$ cat src/rtl/core/tce_pkg.sv
`default_nettype none
// ----------------------------------------------------------------------------
// tce_pkg
// Shared types and constants of the text terminal cursor engine.
// ----------------------------------------------------------------------------
package tce_pkg;

  typedef enum logic [2:0] {
    CMD_PRINT      = 3'd0,
    CMD_SET_CURSOR = 3'd1,
    CMD_WRITE_AT   = 3'd2,
    CMD_CLEAR      = 3'd3,
    CMD_READ_CELL  = 3'd4
  } cmd_e;

  typedef enum logic [3:0] {
    OP_PLAIN,
    OP_NEWLINE,
    OP_RETURN,
    OP_BACKSPACE,
    OP_TAB,
    OP_SET_CURSOR,
    OP_WRITE_AT,
    OP_CLEAR,
    OP_READ_CELL,
    OP_NONE
  } op_e;

  localparam logic [7:0]  CH_NEWLINE   = 8'h0A;
  localparam logic [7:0]  CH_RETURN    = 8'h0D;
  localparam logic [7:0]  CH_BACKSPACE = 8'h08;
  localparam logic [7:0]  CH_TAB       = 8'h09;
  localparam logic [7:0]  CH_SPACE     = 8'h20;
  localparam logic [7:0]  RESET_ATTR   = 8'h07;
  localparam logic [15:0] RESET_CELL   = 16'h0720;

  // classified item passed from the front end to the back end
  typedef struct packed {
    op_e        op;
    logic [7:0] char_code;
    logic [6:0] col;
    logic [4:0] row;
  } op_t;

endpackage
`default_nettype wire

$ cat src/rtl/core/tce_queue.sv
`default_nettype none
// ----------------------------------------------------------------------------
// tce_queue
// Two-entry queue of decoded items between front and back end.
// ----------------------------------------------------------------------------
module tce_queue import tce_pkg::*; (
  input  wire logic clk_i,
  input  wire logic rst_ni,
  input  wire logic push_i,
  input  wire op_t  item_i,
  input  wire logic pop_i,
  output      logic valid_o,
  output      op_t  item_o,
  output      logic full_o
);

  op_t        slot_q [2];
  logic       wr_ptr_q, wr_ptr_d;
  logic       rd_ptr_q, rd_ptr_d;
  logic [1:0] count_q, count_d;
  logic       do_pop;

  assign valid_o = count_q != 2'd0;
  assign full_o  = count_q == 2'd2;
  assign item_o  = slot_q[rd_ptr_q];
  assign do_pop  = pop_i & valid_o;

  always_comb begin
    wr_ptr_d = wr_ptr_q ^ push_i;
    rd_ptr_d = rd_ptr_q ^ do_pop;
    count_d  = count_q + {1'b0, push_i} - {1'b0, do_pop};
  end

  always_ff @(posedge clk_i or negedge rst_ni) begin
    if (!rst_ni) begin
      wr_ptr_q <= 1'b0;
      rd_ptr_q <= 1'b0;
      count_q  <= 2'd0;
    end else begin
      wr_ptr_q <= wr_ptr_d;
      rd_ptr_q <= rd_ptr_d;
      count_q  <= count_d;
    end
  end

  always_ff @(posedge clk_i) begin
    if (push_i) begin
      slot_q[wr_ptr_q] <= item_i;
    end
  end

endmodule
`default_nettype wire

$ cat config.mk
export PLATFORM = sky130hd
export DESIGN_NAME = tce_queue
export DESIGN_NICKNAME = d
export VERILOG_FILES = /design/src/rtl/core/tce_pkg.sv /design/src/rtl/core/tce_queue.sv
export SDC_FILE = /design/constraint.sdc
export NUM_CORES = 1
export LEC_CHECK = 0
export BUFFER_PORTS_ARGS = -buffer_cell sky130_fd_sc_hd__buf_2
export CAP_MARGIN = 20
export CELL_PAD_IN_SITES_DETAIL_PLACEMENT = 1
export CELL_PAD_IN_SITES_GLOBAL_PLACEMENT = 2
export CORE_ASPECT_RATIO = 0.5
export CORE_MARGIN = 10
export CORE_UTILIZATION = 41
export DETAILED_ROUTE_END_ITERATION = 10
export HOLD_SLACK_MARGIN = 0.06
export PLACE_DENSITY_LB_ADDON = 0.1
export SLEW_MARGIN = 10
export SYNTH_ARGS = -nofsm -noshare
export SYNTH_HDL_FRONTEND = slang
export SYNTH_SLANG_ARGS = --single-unit
$ cat constraint.sdc
create_clock -name clk_i -period 3.72 [get_ports clk_i]
set_input_delay 0 -clock clk_i [delete_from_list [all_inputs] [get_ports clk_i]]
set_output_delay 0 -clock clk_i [all_outputs]
set_load 0.005 [all_outputs]
==> results.toml, run 1 <==
[run_status]
run_status = "completed"

[sta]
fin_crit_sh = 0.4200
tightest_slew_ps = 641.6
relSlewSlack = 0.5723
rsz0062_at_grt = "no"
clock.fmax_mhz = 640.0
slew_viol_final = 0
fin_crit_ps = 1562
finalHoldViolCount = 0
tns_ps = 0
setup_viol_count_final = 0
clock_skew_ps = 10.89

[worst_setup_path]
r2r_slack_ps = 2200
arrival_ps = 1560
regToRegStartpoint = "wr_ptr_q$_DFF_PN0_"
criticalPathCategory = "flop to output port"
setup.worst_path.end_class = "output port"
cp.required_ps = 3720
reg2reg_to = "slot_q[0][0]$_DFFE_PP_"
path_max_fanout = 25
cp-start-kind = "flop"
r2r.worst_path.cells = 3

[min_path]
hold_start = "item_i[7]"
hold_class = "primary input to flop"
holdPathEnd = "slot_q[0][7]$_DFFE_PP_"
hold_path_depth = 2

[floorplanning]
die_y_um = 69.95
start_util = 0.4205
chipWidth_um = 119.9
core_sq_um = 4865
num_rows = 18
die_area_sq_um = 8387
ios = 54

[synthesis]
yosys-top-cells-area = "edfxtp_1, mux2_4, dfrtp_1"
yosys.cell_types.count = 13
ys_seq_elements = 52
ys_dominant_reg_cell = "edfxtp_1"
synth_most_common_cell = "edfxtp_1"
syn_inst = 93
synth_nets = 125
synth_warnings = 0
synthTopCellsByCount = "edfxtp_1, mux2_4, mux2_2"
syn-cell-area_sq_um = 2046
ys_seq_area_frac = 0.7535
synthArstFlopShare = 0.07692
yosysTopAreaCell = "edfxtp_1"
synth_top_area_frac = 0.7046
synth_edf_count = 48
avgSynthCellArea_sq_um = 22.00

[placement]
dp_cells = 216
place_area_sq_um = 2385
portBuffers = 53
gp_congestion = 0.6208
dp_hpwl_um = 2890

[drt]
dr.pass1.iters = 4
drc_errors = 0
drtIter0Drc = 23
wirelength_um = 4203
avgViaCountPerCell = 4.321
drtAntennaViolNets = 0
wl_per_cell_um = 16.68
vias = 1089

[clock_tree]
postCtsSetupBuffers = 0
postCtsHoldBufs = 28
cts_resized = 0
cts_tree = "done"
clock_sinks = 52
clkTransAtPathRegs_ps = 100
h-tree-depth = 2
clk_latency_ps = 310
cts-root-buf = "clkbuf_8"
cts_made_buffers = 5
cts_buffer_depth = 2

[finish]
area_growth_pct = 34.68
utilization = 0.5664
final_layout_size_suffix_gt1_frac = 0.4890
final_cell_count_no_fill = 252
insertedDiodeCount = 0
fin_area_sq_um = 2755
nets = 213

[grt]
grt_max_degree = 26
grt-ovfl-total = 0
grt.total_usage = 0.1013
grt_pass1_wl_um = 6644
grt_pass1_vias = 1304
antenna_found_initial = 0

[job]
drv_cap = 0

[pwr]
leakage_nw = 1.130
power.density_nw_per_um2 = 637.1
peakVddDrop_mv = 0.3026
## area by class of cell
type                       instances  area (sq um)
clock buffer                       5         68.82
tap                               70         87.58
inverter                           4         15.01
timing repair buffer              84         583.1
fill                             482          2110
sequential                        52          1541
multi-input combinational         34         437.9
clock inverter                     3         21.27
## through the flow
stage	total power, mW	hold slack (ps)	setup WS (ps)
2_1_floorplan	1.257	-295.6	2280
3_3_place_gp	1.415	-183.4	1938
3_5_place_dp	1.447	-181.1	2172
4_1_cts	1.790	407.0	2126
5_1_grt	1.868	412.3	2073
6_report	1.755	421.0	2158
## worst max-delay path: stages, from the launching register on
cell and delay (ps):
dfrtp_1 340, buf_4 390, mux2_2 400, buf_2 130
## worst max path at each step
stage | depth (start not counted) | to | slack (ps) | startpoint
5_1_grt | 3 | item_o[2] | 2070 | rd_ptr_q$_DFF_PN0_
6_report | 3 | item_o[2] | 2160 | rd_ptr_q$_DFF_PN0_
3_5_place_dp | 3 | slot_q[0][9]$_DFFE_PP_ | 2170 | wr_ptr_q$_DFF_PN0_
2_1_floorplan | 2 | slot_q[0][0]$_DFFE_PP_ | 2280 | wr_ptr_q$_DFF_PN0_
3_3_place_gp | 2 | slot_q[0][6]$_DFFE_PP_ | 1940 | wr_ptr_q$_DFF_PN0_
4_1_cts | 3 | item_o[2] | 2130 | rd_ptr_q$_DFF_PN0_
## cell usage in the layout, fill, tap and decap left out, drive strengths merged, types with 2 or more instances in the layout
cell,instances
dlygate4sd3,28
clkbuf,5
mux2,24
buf,56
xnor2,2
dfrtp,4
inv,5
ha,4
edfxtp,48
## layer usage
metal  track usage  wire length [um]  vias to the layer above  part of all wire
li1              -                 -                      525                 -
met1        0.1104              1822                      530              0.43
met2        0.1742              2081                       32              0.50
met3       0.04972               288                        2             0.069
met4       0.02394                10                        0            0.0024
met5             0                 0                        -                 0
## cells by family after synthesis
group / count (synthesis) / synth area share
DFF: 52 / 0.7535
and+or+nand+nor: 2 / 0.006120
AOI/OAI and AO/OA: 1 / 0.003671
buffers and inverters: 7 / 0.03241
muxes: 24 / 0.1670
xor gates and xnor gates: 3 / 0.01285
adders and majority gates: 4 / 0.02447
## sequential cells by signal, summed over array words and instances (netlist names)
signal	cells
wr_ptr_q	1
slot_q	48
count_q	2
rd_ptr_q	1
## power breakdown
part           internal [mW]  switching (mW)  total, mW
clock                  0.134           0.188      0.322
sequential             0.782          0.0372      0.819
combinational          0.342           0.273      0.615
Power figures use the tool's default switching activity.
==> run 2: changes to the inputs <==
--- a/config.mk
+++ b/config.mk
@@ -11,7 +11,7 @@
 export CELL_PAD_IN_SITES_GLOBAL_PLACEMENT = 2
 export CORE_ASPECT_RATIO = 0.5
 export CORE_MARGIN = 10
-export CORE_UTILIZATION = 41
+export CORE_UTILIZATION = 34
 export DETAILED_ROUTE_END_ITERATION = 10
 export HOLD_SLACK_MARGIN = 0.06
 export PLACE_DENSITY_LB_ADDON = 0.1
==> constraint.sdc (replaced) <==
create_clock -name clk_i -period 1.35 [get_ports clk_i]
set_input_delay 0 -clock clk_i [delete_from_list [all_inputs] [get_ports clk_i]]
set_output_delay 0 -clock clk_i [all_outputs]
set_load 0.005 [all_outputs]
==> results.toml, run 2 (same netlist as run 1, synthesis figures left out) <==
[pwr]
power.density_nw_per_um2 = 1944
leakage_nw = 1.287
peakVddDrop_mv = 0.8644

[sta]
fin_crit_ps = 1431
fin_crit_sh = 1.060
relSlewSlack = 0.8359
clock.fmax_mhz = 698.9
slew_viol_final = 0
setup_ws_ps = -80.82
clock_skew_ps = 4.076
tightest_slew_ps = 246.2
rsz0062_at_grt = "yes"
finalHoldViolCount = 0
holdWs_ps = 319.2
setup_viol_count_final = 25
tns_ps = -1425

[drt]
drtIter0Drc = 43
wirelength_um = 4561
drc_errors = 0
dr.pass1.iters = 4
drtAntennaViolNets = 0
avgViaCountPerCell = 4.327
wl_per_cell_um = 17.15
vias = 1151

[clock_tree]
clkTransAtPathRegs_ps = 70
h-tree-depth = 2
clock_sinks = 52
cts_tree = "done"
cts-root-buf = "clkbuf_16"
cts_made_buffers = 5
clk_latency_ps = 290
cts_buffer_depth = 2

[worst_setup_path]
r2r_slack_ps = -80
regToRegStartpoint = "count_q[0]$_DFF_PN0_"
setup.worst_path.end_class = "flop"
crit_family = "adder cells"
arrival_ps = 1600
max_stage_delay_ps = 380
cp.required_ps = 1520
criticalPathCategory = "flop to flop"
path_max_fanout = 2
cp-start-kind = "flop"
slowest_stage = "dfrtp_1"
crit_path_cell_trace = "o21a_1, ha_1, inv_2, ha_4, xnor2_2, xnor2_1"
r2r.worst_path.cells = 6
path_buf_inv = 1
reg2reg_to = "count_q[1]$_DFF_PN0_"

[finish]
largest_register_ffs = 48
area_growth_pct = 52.11
insertedDiodeCount = 0
top_regs = "slot_q: 48 flops, count_q: 2 flops"
regMostFlops = "slot_q"
layout_commonest_cell = "edfxtp_1"
mostFrequentLayoutCells = "edfxtp_1, buf_2, dlygate4sd3_1"
final_layout_size_suffix_gt1_frac = 0.5440
utilization = 0.5500
nets = 224

[grt]
grt_pass1_wl_um = 6741
grt-ovfl-total = 0
grt_max_degree = 19
grt_pass1_vias = 1325
grt.total_usage = 0.09224
antenna_found_initial = 0

[floorplanning]
die_area_sq_um = 9708
start_util = 0.3616
chipWidth_um = 129.7
core_sq_um = 5658
num_rows = 19
ios = 54
die_y_um = 74.85

[min_path]
hold_class = "primary input to flop"
hold_path_depth = 6
hold_start = "pop_i"
holdPathEnd = "rd_ptr_q$_DFF_PN0_"

[placement]
place_ws_ps = -112.8
portBuffers = 53
dp_hpwl_um = 2982
gp_congestion = 0.7241

[run_status]
violations = "negative setup slack"
run_status = "finished with violations"

[job]
drv_cap = 0
==> run 2: cell count changes in the layout (fill, tap and decap cells not counted), moves of 2 or more <==
cell	delta
buf_12	+3
buf_2	-18
buf_4	+7
buf_6	+20
buf_8	-2
clkbuf_16	+7
clkbuf_8	-5
ha_1	-3
ha_2	+2
mux2_2	-5
mux2_4	+5
==> run 2: per-stage QoR <==
| step | total power [mW] | std cells | instance area [sq um] |
|---|---|---|---|
| 2_1_floorplan | 3.468 | 93 | 2051 |
| 3_3_place_gp | 4.130 | 225 | 2461 |
| 3_5_place_dp | 4.171 | 225 | 2461 |
| 4_1_cts | 5.828 | 262 | 3012 |
| 5_1_grt | 6.383 | 266 | 3112 |
| 6_report | 6.050 | 266 | 3112 |
==> run 2: power breakdown <==
group	leakage, nW	internal [mW]	switching (mW)
combinational	0.727	1.61	0.914
sequential	0.496	2.16	0.151
clock	0.0645	0.682	0.533
total	1.29	4.45	1.60
==> run 2: final cells by class <==
cell class | count | area [sq um]
repair buffers | 95 | 840.8
multi-input cells | 34 | 481.7
well taps | 73 | 91.34
clock inverters | 2 | 11.26
fillers | 534 | 2546
clock buffers | 6 | 128.9
inverters | 4 | 15.01
flip-flops and latches | 52 | 1543
==> run 2: worst max-delay path by stage <==
stage                         start                    to  cells past startpoint
2_1_floorplan  count_q[0]$_DFF_PN0_  count_q[1]$_DFF_PN0_                      6
3_3_place_gp   count_q[0]$_DFF_PN0_  count_q[1]$_DFF_PN0_                      6
3_5_place_dp   count_q[0]$_DFF_PN0_  count_q[1]$_DFF_PN0_                      6
4_1_cts        count_q[1]$_DFF_PN0_  count_q[1]$_DFF_PN0_                      6
5_1_grt        count_q[0]$_DFF_PN0_  count_q[1]$_DFF_PN0_                      6
6_report       count_q[0]$_DFF_PN0_  count_q[1]$_DFF_PN0_                      6
==> run 2: repair_timing <==
| item | in CTS | in global routing |
|---|---|---|
| endpoints found under the hold margin | 53 | 0 |
| pin swaps | 3 | 4 |
| resized for setup | 22 | 7 |
| setup endpoints to repair | 25 | 25 |
| buffers inserted | 2 | 1 |
| hold buffers | 27 | 0 |
| cloned | 0 | 3 |
==> run 2: worst register-to-register path, stage by stage (launching register included) <==
cell	delay, ps
dfrtp_1	380
o21a_1	210
ha_1	290
inv_2	40
ha_4	150
xnor2_2	130
xnor2_1	120
==> run 2: layer usage <==
metal  up-vias  part of all wire  routed length [um]  track usage
met4         0            0.0092                  42      0.02970
met2        32              0.51                2317       0.1649
met1       567              0.42                1901      0.09849
met5         -                 0                   0            0
li1        546                 -                   -            -
met3         6             0.066                 299      0.03994
