==> src/rtl/core/tce_pkg.sv <==
`default_nettype none
// ----------------------------------------------------------------------------
// tce_pkg
// Shared types and constants of the text terminal cursor engine.
// ----------------------------------------------------------------------------
package tce_pkg;

  typedef enum logic [2:0] {
    CMD_PRINT      = 3'd0,
    CMD_SET_CURSOR = 3'd1,
    CMD_WRITE_AT   = 3'd2,
    CMD_CLEAR      = 3'd3,
    CMD_READ_CELL  = 3'd4
  } cmd_e;

  typedef enum logic [3:0] {
    OP_PLAIN,
    OP_NEWLINE,
    OP_RETURN,
    OP_BACKSPACE,
    OP_TAB,
    OP_SET_CURSOR,
    OP_WRITE_AT,
    OP_CLEAR,
    OP_READ_CELL,
    OP_NONE
  } op_e;

  localparam logic [7:0]  CH_NEWLINE   = 8'h0A;
  localparam logic [7:0]  CH_RETURN    = 8'h0D;
  localparam logic [7:0]  CH_BACKSPACE = 8'h08;
  localparam logic [7:0]  CH_TAB       = 8'h09;
  localparam logic [7:0]  CH_SPACE     = 8'h20;
  localparam logic [7:0]  RESET_ATTR   = 8'h07;
  localparam logic [15:0] RESET_CELL   = 16'h0720;

  // classified item passed from the front end to the back end
  typedef struct packed {
    op_e        op;
    logic [7:0] char_code;
    logic [6:0] col;
    logic [4:0] row;
  } op_t;

endpackage
`default_nettype wire

==> src/rtl/core/tce_front.sv <==
`default_nettype none
// ----------------------------------------------------------------------------
// tce_front
// Accepts commands, decodes them and clamps or range-checks positions.
// ----------------------------------------------------------------------------
module tce_front import tce_pkg::*; #(
  parameter int COLUMNS = 80,
  parameter int ROWS    = 25
) (
  input  wire logic              start,
  output      logic              busy,
  input  wire logic [2:0]        command_i,
  input  wire logic [7:0]        char_code_i,
  input  wire logic signed [7:0] pos_x_i,
  input  wire logic signed [7:0] pos_y_i,
  input  wire logic              q_full_i,
  input  wire logic              init_i,
  output      logic              push_o,
  output      op_t               item_o
);

  localparam logic [7:0] COLS_L   = 8'(COLUMNS);
  localparam logic [7:0] ROWS_L   = 8'(ROWS);
  localparam logic [6:0] COL_LAST = 7'(COLUMNS - 1);
  localparam logic [4:0] ROW_LAST = 5'(ROWS - 1);

  logic x_neg, y_neg, x_high, y_high, on_screen;

  assign busy   = q_full_i | init_i;
  assign push_o = start & ~busy;

  assign x_neg     = pos_x_i[7];
  assign y_neg     = pos_y_i[7];
  assign x_high    = {1'b0, pos_x_i[6:0]} >= COLS_L;
  assign y_high    = {1'b0, pos_y_i[6:0]} >= ROWS_L;
  assign on_screen = ~x_neg & ~y_neg & ~x_high & ~y_high;

  always_comb begin
    item_o.op        = OP_NONE;
    item_o.char_code = char_code_i;
    item_o.col       = pos_x_i[6:0];
    item_o.row       = pos_y_i[4:0];
    case (command_i)
      CMD_PRINT: begin
        case (char_code_i)
          CH_NEWLINE:   item_o.op = OP_NEWLINE;
          CH_RETURN:    item_o.op = OP_RETURN;
          CH_BACKSPACE: item_o.op = OP_BACKSPACE;
          CH_TAB:       item_o.op = OP_TAB;
          default:      item_o.op = OP_PLAIN;
        endcase
      end
      CMD_SET_CURSOR: begin
        item_o.op  = OP_SET_CURSOR;
        item_o.col = x_neg ? 7'd0 : (x_high ? COL_LAST : pos_x_i[6:0]);
        item_o.row = y_neg ? 5'd0 : (y_high ? ROW_LAST : pos_y_i[4:0]);
      end
      CMD_WRITE_AT:  item_o.op = on_screen ? OP_WRITE_AT : OP_NONE;
      CMD_CLEAR:     item_o.op = OP_CLEAR;
      CMD_READ_CELL: item_o.op = on_screen ? OP_READ_CELL : OP_NONE;
      default:       item_o.op = OP_NONE;
    endcase
  end

endmodule
`default_nettype wire

==> config.mk <==
export PLATFORM = sky130hd
export DESIGN_NAME = tce_front
export DESIGN_NICKNAME = d
export VERILOG_FILES = /design/src/rtl/core/tce_pkg.sv /design/src/rtl/core/tce_front.sv
export SDC_FILE = /design/constraint.sdc
export NUM_CORES = 1
export LEC_CHECK = 0
export BUFFER_PORTS_ARGS = -buffer_cell sky130_fd_sc_hd__buf_4
export CAP_MARGIN = 20
export CORE_MARGIN = 8
export CORE_UTILIZATION = 30
export DETAILED_ROUTE_END_ITERATION = 12
export PLACE_DENSITY = 0.87
export SYNTH_ARGS = -nofsm -noshare
export SYNTH_HDL_FRONTEND = slang
export SYNTH_SLANG_ARGS = --single-unit
==> constraint.sdc <==
create_clock -name vclk -period 1.9
set_clock_uncertainty 0.05 [all_clocks]
set_input_delay 0.285 -clock vclk [all_inputs]
set_output_delay 0.285 -clock vclk [all_outputs]
set_load 0.03 [all_outputs]
==> results.sh, run 1 <==
export IMPL_rsz0062_at_grt="no"
export IMPL_gp_congestion=0.729
export IMPL_ioPinCount=56
export IMPL_syn_num_nets=84
export IMPL_post_place_ws_ns=0.194
export IMPL_synthTopCellsByArea="buf_4 15%, o21a_1 7.5%, o311ai_4 6.6%"
export IMPL_final_net_count=134
export IMPL_nClkBuffers=0
export IMPL_crit_path_cell_trace="buf_4 > or3b_4 > nor2_2 > a2bb2oi_1 > buf_4"
export IMPL_seq_cells=0
export IMPL_worstHoldPathType="input pin to output port"
export IMPL_cpMostUsedCell="buf_4"
export IMPL_cp_data_required_time_ns=1.56
export IMPL_hold_worst_slack_ns=0.747
export IMPL_cpMaxStageDelayCell="or3b_4"
export IMPL_criticalPathCategory="input pin to output port"
export IMPL_layout_drive_gt1_share_pct=65.7
export IMPL_setup_viol=0
export IMPL_first_iter_violations=2
export IMPL_seq_area_frac_synth_pct=0
export IMPL_status="complete, no violations"
export IMPL_cpPeakStageDelay_ns=0.43
export IMPL_dpl_hpwl_um=1510
export IMPL_setup_tns_final_ns=0
export IMPL_cts_setup_buffers=0
export IMPL_worstMarginPinSlew_ns=0.303
export IMPL_dr_pass1_iters=4
export IMPL_die_area_um2=2760
export IMPL_initial_core_util_pct=31.6
export IMPL_slew_headroom_pct=79.6
export IMPL_grt_start_max_net_pins=9
export IMPL_maxCapViolations=0
export IMPL_drv_slew=0
export IMPL_setup_slack_ns=0.208
export IMPL_period_share_pct=89.0
export IMPL_track_usage_pct=10.9
export IMPL_crit_path_start_kind="input pin"
export IMPL_diodes=0
export IMPL_grt_pass1_wl_um=2490
export IMPL_yosysTopAreaCell="buf_4"
export IMPL_postSynthAreaPerCell_um2=7.41
export IMPL_final_cell_mix="57 x buf_4, 4 x o21a_1, 4 x inv_1, 4 x nor2_1"
export IMPL_nFillCells=129
export IMPL_core_area_um2=1270
export IMPL_routed_wl_um=1630
export IMPL_dr_total_vias=572
export IMPL_synth_yosys_warnings=0
export IMPL_ctsHoldBuffers=0
export IMPL_yosys_area_top_type_share_pct=15.0
export IMPL_crit_path_end_kind="output port"
export IMPL_cts_resized_gates=0
export IMPL_grt_pass1_vias=588
export IMPL_die_h_um=52.5
export IMPL_via_per_inst=4.89
export IMPL_vdd_ir_drop_worst_mv=0.172
export IMPL_netlist_area_um2=400
export IMPL_min_period_ns=1.69
export IMPL_final_core_util_pct=61.7
export IMPL_synth_cell_types=30
export IMPL_port_buffers=56
export IMPL_synthToLayoutAreaGrowth_pct=95.6
export IMPL_drc=0
export IMPL_die_w_um=52.5
export IMPL_arrival_ns=1.36
export IMPL_antenna_found_initial=0
export IMPL_seqCellArea_um2=0
export IMPL_fmax_mhz=591
export IMPL_power_density_nw_per_um2=300
export IMPL_final_antenna_net_count=0
export IMPL_leakagePower_nw=0.381
export IMPL_num_rows=13
export IMPL_wl_per_cell_um=13.9
export IMPL_synth_cells=54
export IMPL_layout_commonest_cell="buf_4"
export IMPL_path_max_fanout=7
export IMPL_hold_viol=0
export IMPL_overflow=0
## per-layer routing
layer / wire length [um] / vias to the layer above / global-route usage, %
li1: - / 287 / -
met4: 27 / 0 / 1.72
met5: 0 / - / 0
met2: 887 / 27 / 21.7
met3: 188 / 2 / 3.13
met1: 528 / 256 / 10.6
## synthesized netlist by cell type, drive strengths merged, types with 2 or more instances
cell type  instances
a2bb2oi            2
nor4               2
and2               3
o21a               4
nor2               6
inv                4
nor2b              3
o32ai              2
nand3              2
buf                9
nor3b              2
o21ai              2
a21oi              2
## final cells by class
class                      count  area (um2)  area share [%]
timing repair buffer          57         428            54.6
inverter                       4        15.0            1.92
multi-input combinational     41         322            41.1
tap                           15        18.8            2.40
## stage by stage
| stage | cell area, um2 | total power, mW | cells |
|---|---|---|---|
| after floorplan | 408 | 0.130 | 54 |
| after global placement | 783 | 0.233 | 117 |
| after detailed placement | 783 | 0.237 | 117 |
| after CTS | 783 | 0.238 | 117 |
| after global routing | 783 | 0.249 | 117 |
| final | 783 | 0.235 | 117 |
## kinds of logic (layout without fill, tap and decap cells)
| kind of cell | after synthesis | count (layout) | synth area share [%] |
|---|---|---|---|
| xor gates and xnor gates | 1 | 1 | 2.19 |
| AOI/OAI and AO/OA | 17 | 17 | 36.6 |
| and+or+nand+nor | 23 | 23 | 39.7 |
| buffers and inverters | 13 | 61 | 21.6 |
## worst paths after layout
| check | cells after the start | slack [ns] | endpoint | from |
|---|---|---|---|---|
| min | 2 | 0.75 | item_o[15] | char_code_i[3] |
| max | 5 | 0.21 | item_o[3] | command_i[1] |
## worst max-delay path, delay by kind of cell
family | cells | cell delay [ns]
AND/OR/NAND/NOR | 2 | 0.57
buffers and inverters | 2 | 0.32
AO/OA/AOI/OAI | 1 | 0.18
## report_power, final
part           internal (mW)  switching, mW  total [mW]  leakage, nW
Clock                      0              0           0            0
Combinational          0.107          0.127       0.235        0.381
Sequential                 0              0           0            0
Total                  0.107          0.127       0.235        0.381
Note: power is estimated with default switching activity, not from simulation.
==> run 2: changes to the inputs <==
--- a/config.mk
+++ b/config.mk
@@ -5,12 +5,13 @@
 export SDC_FILE = /design/constraint.sdc
 export NUM_CORES = 1
 export LEC_CHECK = 0
+export ABC_AREA = 1
 export BUFFER_PORTS_ARGS = -buffer_cell sky130_fd_sc_hd__buf_4
 export CAP_MARGIN = 20
 export CORE_MARGIN = 8
 export CORE_UTILIZATION = 30
 export DETAILED_ROUTE_END_ITERATION = 12
-export PLACE_DENSITY = 0.87
+export PLACE_DENSITY = 0.76
 export SYNTH_ARGS = -nofsm -noshare
 export SYNTH_HDL_FRONTEND = slang
 export SYNTH_SLANG_ARGS = --single-unit
==> results.sh, run 2 <==
export IMPL_power_density_nw_per_um2=289
export IMPL_syn_num_nets=119
export IMPL_die_h_um=54.5
export IMPL_synth_yosys_warnings=0
export IMPL_grt_pass1_vias=686
export IMPL_setup_viol=0
export IMPL_initial_core_util_pct=30.6
export IMPL_port_buffers=56
export IMPL_final_cell_mix="56 x buf_4, 21 x nor2_1, 17 x inv_1"
export IMPL_antenna_found_initial=0
export IMPL_netlist_area_um2=444
export IMPL_overflow=0
export IMPL_cts_setup_buffers=0
export IMPL_arrival_ns=1.15
export IMPL_die_w_um=54.5
export IMPL_maxCapViolations=0
export IMPL_synth_compound_area_share_pct=6.48
export IMPL_worstMarginPinSlew_ns=0.221
export IMPL_diodes=0
export IMPL_min_from="char_code_i[7]"
export IMPL_crit_path_cell_trace="buf_4 > inv_1 > nor2_1 > nor2_2 > nand3_1 > nand2_1 > nand2_1 > nand2_1 > buf_4"
export IMPL_rsz0062_at_grt="no"
export IMPL_synth_commonest_cells="21 x nor2_1, 17 x inv_1, 15 x nand2_1"
export IMPL_seq_area_frac_synth_pct=0
export IMPL_crit_path_start_kind="input pin"
export IMPL_track_usage_pct=10.1
export IMPL_crit_path_end_kind="output port"
export IMPL_postSynthAreaPerCell_um2=4.99
export IMPL_nFillCells=143
export IMPL_hold_viol=0
export IMPL_synth_most_common_cell="nor2_1"
export IMPL_die_area_um2=2970
export IMPL_synthToLayoutAreaGrowth_pct=85.6
export IMPL_seq_cells=0
export IMPL_routed_wl_um=1590
export IMPL_yosys_area_top_type_share_pct=17.7
export IMPL_gp_congestion=0.737
export IMPL_critPathLaunch="pos_x_i[6]"
export IMPL_layout_drive_gt1_share_pct=51.8
export IMPL_synth_cell_types=16
export IMPL_cpMostUsedCell="nand2_1"
export IMPL_worstHoldPathType="input pin to output port"
export IMPL_wl_per_cell_um=10.4
export IMPL_ctsHoldBuffers=0
export IMPL_first_iter_violations=13
export IMPL_final_antenna_net_count=0
export IMPL_status="complete, no violations"
export IMPL_met3_usage_pct=5.98
export IMPL_via_per_inst=4.31
export IMPL_vdd_ir_drop_worst_mv=0.114
export IMPL_core_area_um2=1450
export IMPL_synthMuxAreaShare_pct=0
export IMPL_dr_pass1_iters=4
export IMPL_cts_resized_gates=0
export IMPL_grt_start_max_net_pins=8
export IMPL_synth_xor_area_share_pct=0
export IMPL_num_rows=14
export IMPL_yosysTopAreaCell="nor2_1"
export IMPL_setup_tns_final_ns=0
export IMPL_grt_use_met1_pct=10.1
export IMPL_criticalPathCategory="input pin to output port"
export IMPL_use_met2_pct=18.9
export IMPL_leakagePower_nw=0.506
export IMPL_drc=0
export IMPL_synth_cells=89
export IMPL_cpMaxStageDelayCell="buf_4"
export IMPL_grt_pass1_wl_um=2470
export IMPL_ioPinCount=56
export IMPL_yosys_area_share_adder_pct=0
export IMPL_busiest_layer="met2"
export IMPL_synthTopCellsByArea="nor2_1 18%, inv_1 14%, buf_4 14%"
export IMPL_dr_total_vias=659
export IMPL_final_net_count=169
export IMPL_fmax_mhz=675
export IMPL_cpPeakStageDelay_ns=0.15
export IMPL_period_share_pct=78.0
export IMPL_seqCellArea_um2=0
export IMPL_multiInputGateArea_um2=309
export IMPL_dpl_hpwl_um=1490
export IMPL_path_max_fanout=4
export IMPL_cp_data_required_time_ns=1.56
export IMPL_synth_simple_area_share_pct=63.1
export IMPL_slew_headroom_pct=85.2
export IMPL_synth_top_family_by_area="simple AND/OR/NAND/NOR gates"
export IMPL_layout_commonest_cell="buf_4"
export IMPL_final_core_util_pct=56.7
export IMPL_min_period_ns=1.48
export IMPL_drv_slew=0
export IMPL_nClkBuffers=0
## run 2: cell count changes after synthesis, sizes merged, moves of 3 or more
cell	before	now
o21a	4	0
nand3	2	6
nand4	0	3
nand2	1	16
nor2b	3	0
inv	4	20
nor2	6	28
## run 2: final timing paths
| check | endpoint | slack [ns] | cells after the start |
|---|---|---|---|
| max | item_o[22] | 0.42 | 9 |
| min | item_o[19] | 0.75 | 2 |
## run 2: metal layers
| metal | share of wire [%] | routed length [um] |
|---|---|---|
| met1 | 35 | 548 |
| met2 | 44 | 698 |
| met3 | 21 | 337 |
| met4 | 0 | 0 |
| met5 | 0 | 0 |
## run 2: cells by family after synthesis
kind of cell / after synthesis
compound gates: 5
buf+inv: 28
simple gates: 56
## run 2: where the power goes
part | switching (mW) | leakage [nW] | total (mW) | internal, mW
Combinational | 0.136 | 0.506 | 0.238 | 0.102
Sequential | 0 | 0 | 0 | 0
Clock | 0 | 0 | 0 | 0
Total | 0.136 | 0.506 | 0.238 | 0.102
## run 2: through the flow
step           hold WS, ns  power, mW  cells  worst slack, ns  cell area [um2]
4_1_cts              0.752      0.241    153            0.403              825
2_1_floorplan        0.652      0.138     89            0.462              444
3_3_place_gp         0.750      0.238    153            0.401              825
5_1_grt              0.756      0.257    153            0.312              825
6_report             0.750      0.238    153            0.418              825
3_5_place_dp         0.751      0.241    153            0.409              825
## run 2: worst max-delay path: cells and delay by family
family	cells	cell delay [ns]
buf+inv	3	0.39
simple gates	6	0.46
## run 2: cell type report
| class | count | area share (%) |
|---|---|---|
| Tap cell | 16 | 2.43 |
| Timing Repair Buffer | 56 | 51.0 |
| Inverter | 20 | 9.10 |
| Multi-Input combinational cell | 61 | 37.5 |
